**src/hw/rtl/aqet_queue.sv**
```systemverilog
// Small first-in first-out queue built from registers.
module aqet_queue #(
    parameter int unsigned DATA_W = 8,
    parameter int unsigned DEPTH  = 2
) (
    input  logic              i_clk,
    input  logic              i_rst_n,
    input  logic              i_push,
    input  logic [DATA_W-1:0] i_data,
    output logic              o_full,
    input  logic              i_pop,
    output logic [DATA_W-1:0] o_data,
    output logic              o_empty
);

    localparam int unsigned PTR_W = (DEPTH > 1) ? $clog2(DEPTH) : 1;
    localparam int unsigned CNT_W = $clog2(DEPTH + 1);

    logic [DATA_W-1:0] r_mem [DEPTH];
    logic [PTR_W-1:0]  r_wr_ptr;
    logic [PTR_W-1:0]  r_rd_ptr;
    logic [CNT_W-1:0]  r_count;
    logic [PTR_W-1:0]  n_wr_ptr;
    logic [PTR_W-1:0]  n_rd_ptr;
    logic              wr_en;
    logic              rd_en;

    // Handshake status.
    assign o_full  = (r_count == CNT_W'(DEPTH));
    assign o_empty = (r_count == '0);
    assign wr_en   = i_push & ~o_full;
    assign rd_en   = i_pop & ~o_empty;
    assign o_data  = r_mem[r_rd_ptr];

    // Pointer wrap.
    assign n_wr_ptr = (r_wr_ptr == PTR_W'(DEPTH - 1)) ? '0 : r_wr_ptr + 1'b1;
    assign n_rd_ptr = (r_rd_ptr == PTR_W'(DEPTH - 1)) ? '0 : r_rd_ptr + 1'b1;

    // Pointers and fill count.
    always_ff @(posedge i_clk) begin
        if (!i_rst_n) begin
            r_wr_ptr <= '0;
            r_rd_ptr <= '0;
            r_count  <= '0;
        end else begin
            if (wr_en) begin
                r_wr_ptr <= n_wr_ptr;
            end
            if (rd_en) begin
                r_rd_ptr <= n_rd_ptr;
            end
            case ({wr_en, rd_en})
                2'b10:   r_count <= r_count + 1'b1;
                2'b01:   r_count <= r_count - 1'b1;
                default: r_count <= r_count;
            endcase
        end
    end

    // Entry storage.
    always_ff @(posedge i_clk) begin
        if (wr_en) begin
            r_mem[r_wr_ptr] <= i_data;
        end
    end

endmodule

```
**config.mk**
```make
export PLATFORM = sky130hd
export DESIGN_NAME = aqet_queue
export DESIGN_NICKNAME = d
export VERILOG_FILES = /design/src/hw/rtl/aqet_queue.sv
export SDC_FILE = /design/constraint.sdc
export NUM_CORES = 1
export LEC_CHECK = 0
export BUFFER_PORTS_ARGS = -buffer_cell sky130_fd_sc_hd__buf_2
export CAP_MARGIN = 0
export CORE_MARGIN = 2
export CORE_UTILIZATION = 49
export DETAILED_ROUTE_END_ITERATION = 8
export GPL_TIMING_DRIVEN = 0
export PLACE_DENSITY = 0.84
export SETUP_SLACK_MARGIN = 0.3
export SYNTH_ARGS = -nofsm -noshare
export SYNTH_HDL_FRONTEND = slang
export SYNTH_SLANG_ARGS = --single-unit
```
**constraint.sdc**
```tcl
create_clock -name i_clk -period 1.7 [get_ports i_clk]
set_clock_uncertainty 0.05 [all_clocks]
set_input_delay 0.34 -clock i_clk [delete_from_list [all_inputs] [get_ports i_clk]]
set_output_delay 0.34 -clock i_clk [all_outputs]
set_load 0.05 [all_outputs]
```
==> flow_metrics.py <==
metrics = {
    "yosys": {
        "ys_ff_latch": 21,
        "syn_area_sq_um": 811,
        "synthTopCellsByArea": "edfxtp_1, dfxtp_1, mux2_2",
        "synth_top_area_frac": 0.593,
        "ys_seq_area_frac": 0.716,
        "ys_async_sr_fraction": 0,
        "ys_warn_count": 0,
        "synth_area_per_cell_sq_um": 15.9,
        "synth_cell_types": 18,
        "synth_top_cell_by_area": "edfxtp_1",
        "synth_commonest_cells": "edfxtp_1, mux2_2, dfxtp_1",
        "synth_edf_count": 16,
        "syn_inst": 51,
        "synthFlopType": "edfxtp_1",
        "yosysMostFrequentCell": "edfxtp_1",
        "synth_nets": 64,
    },
    "cts": {
        "cts_max_level": 1,
        "clk_latency_ns": 0.30,
        "clock_sinks": 21,
        "cts_tree": "yes",
        "hold_buffers": 0,
        "path_clk_slew_ns": 0.11,
        "cts_buffers": 3,
        "clk_path_buf_depth": 2,
        "cts_root_buffer": "clkbuf_4",
    },
    "timing": {
        "period_needed_ns": 1.64,
        "final_hold_viol_count": 0,
        "timing.setup.tns_ns": 0,
        "tightestPinTransition_ns": 0.392,
        "relSlewSlack": 0.738,
        "maxSlewViolCount": 0,
        "max_freq_mhz": 610,
        "rsz0062_at_grt": "yes",
        "fin_crit_sh": 0.965,
        "finalSetupViolations": 0,
    },
    "routing": {
        "vias": 491,
        "wl_met2_microns": 718,
        "dr.first_iter.drc_count": 3,
        "drc": 0,
        "finalWirelength_mm": 1.36,
        "drt_pass1_iterations": 3,
        "wl_met1_microns": 539,
        "wl_per_cell_microns": 14.4,
        "via_per_inst": 5.17,
        "ant_nets": 0,
        "route.top_layer_used": "met4",
        "wl_met3_microns": 85,
    },
    "grt": {
        "antenna_found_initial": 0,
        "grt_max_degree": 12,
        "grtUsageTotal": 0.158,
        "grt_pass1_vias": 490,
        "grt_pass1_wl_mm": 2.14,
        "grt_overflow": 0,
    },
    "power_and_ir_drop": {
        "power_w": 0.00213,
        "ir_drop_v": 0.00124,
        "power_density_mw_per_mm2": 1820,
        "p_leak_nw": 0.471,
    },
    "floorplanning": {
        "die_height_microns": 44.7,
        "die_area_sq_mm": 0.00200,
        "core_area_sq_mm": 0.00152,
        "start_util": 0.532,
        "io_pins": 22,
        "fp.dieW_microns": 44.7,
        "rows": 14,
    },
    "worst_hold_path": {
        "hold_depth": 1,
        "min_path_type": "in2reg",
    },
    "run": {
        "drv_cap": 0,
    },
    "setup_path": {
        "startpoint_type": "register",
        "cp.arrival_ns": 1.25,
        "cp.required_ns": 1.31,
        "r2r_cells": 4,
        "path_max_fanout": 8,
        "crit_path_end_kind": "primary output",
        "path_class": "reg2out",
    },
    "cells_and_area": {
        "syn_to_final_growth_pct": 44.4,
        "drive_gt1_frac": 0.595,
        "diodes": 0,
        "fin_nets": 93,
    },
    "outcome": {
        "status": "finished clean",
    },
    "placement": {
        "placement.io_buffers": 21,
        "dpl.hpwl_microns": 891,
        "place_congestion": 0.682,
    },
}
==> per-stage QoR <==
step | setup WS [ns] | hold WS (ns) | instance area [sq um] | cells | utilization
after floorplan | 0.300 | 0.389 | 823 | 51 | -
after global placement | 0.236 | 0.415 | 948 | 88 | 0.622
after detailed placement | 0.228 | 0.437 | 948 | 88 | 0.622
after CTS | 0.0322 | 0.170 | 1160 | 95 | 0.759
after global routing | 0.00936 | 0.153 | 1170 | 95 | 0.768
final | 0.0601 | 0.170 | 1170 | 95 | 0.768
==> worst max-delay path: stages (launching register included) <==
cell,delay (ns)
dfxtp_2,0.35
buf_8,0.14
mux2_4,0.32
buf_8,0.15
==> cells in the final DEF (no fill, tap or decap), types with 2 or more instances in the layout <==
master and count:
edfxtp_1 16, o21ai_0 2, buf_8 10, nor2b_1 2, a21boi_1 2, mux2_4 8, buf_2 11, buf_4 3
xnor2_1 3, dfxtp_4 2, dfxtp_1 2, inv_4 2, clkbuf_4 3
==> cells by family (layout without fill, tap and decap cells) <==
| family | Yosys count | in the layout | share of synthesized area |
|---|---|---|---|
| flip-flops | 21 | 21 | 0.716 |
| AND/OR/NAND/NOR | 9 | 9 | 0.0664 |
| multiplexers | 8 | 8 | 0.111 |
| AO/OA/AOI/OAI | 5 | 5 | 0.0401 |
| buffers and inverters | 4 | 32 | 0.0185 |
| XOR/XNOR | 3 | 3 | 0.0324 |
| adder cells (fa/ha/maj) | 1 | 1 | 0.0154 |
==> registers in the layout, summed over array words and instances, names as in the netlist, named ones only <==
register,count
r_count,2
r_rd_ptr,1
r_wr_ptr,1
r_mem,16
==> what timing repair did <==
action / in CTS / in global routing
gates resized for setup: 45 / 5
buffers inserted: 3 / 0
pin swaps: 4 / 1
endpoints found under the setup margin: 19 / 19
endpoints found under the hold margin: 0 / 0
==> final cells by class <==
cell class	count	area, sq um
inverters	3	16.3
plain buffers	1	15.0
clock buffers	4	26.3
flip-flops and latches	21	589
fillers	96	353
multi-input cells	26	280
repair buffers	24	224
well taps	16	20.0
==> layer usage <==
metal	track usage	vias up
li1	-	240
met1	0.173	233
met2	0.275	16
met3	0.0490	2
met4	0.0727	0
met5	0	-
==> report_power, final <==
part	leakage, nW	total (W)	switching, W	internal, W
clock	0.0150	0.000230	0.000139	0.0000914
combinational	0.263	0.00116	0.000601	0.000556
sequential	0.193	0.000741	0.0000638	0.000677
total	0.471	0.00213	0.000804	0.00132
==> final timing paths <==
kind / startpoint / endpoint / slack, ns
setup / recovery: register / o_data[5] / 0.06
hold / removal: i_data[7] / r_mem[1][7]$_DFFE_PP_ / 0.17
setup reg to reg: r_count[0]$_SDFFE_PN0P_ / r_count[1]$_SDFFE_PN0P_ / 0.29
hold reg to reg: r_wr_ptr$_SDFFE_PN0N_ / r_wr_ptr$_SDFFE_PN0N_ / 0.45
Power figures use the tool's default switching activity.
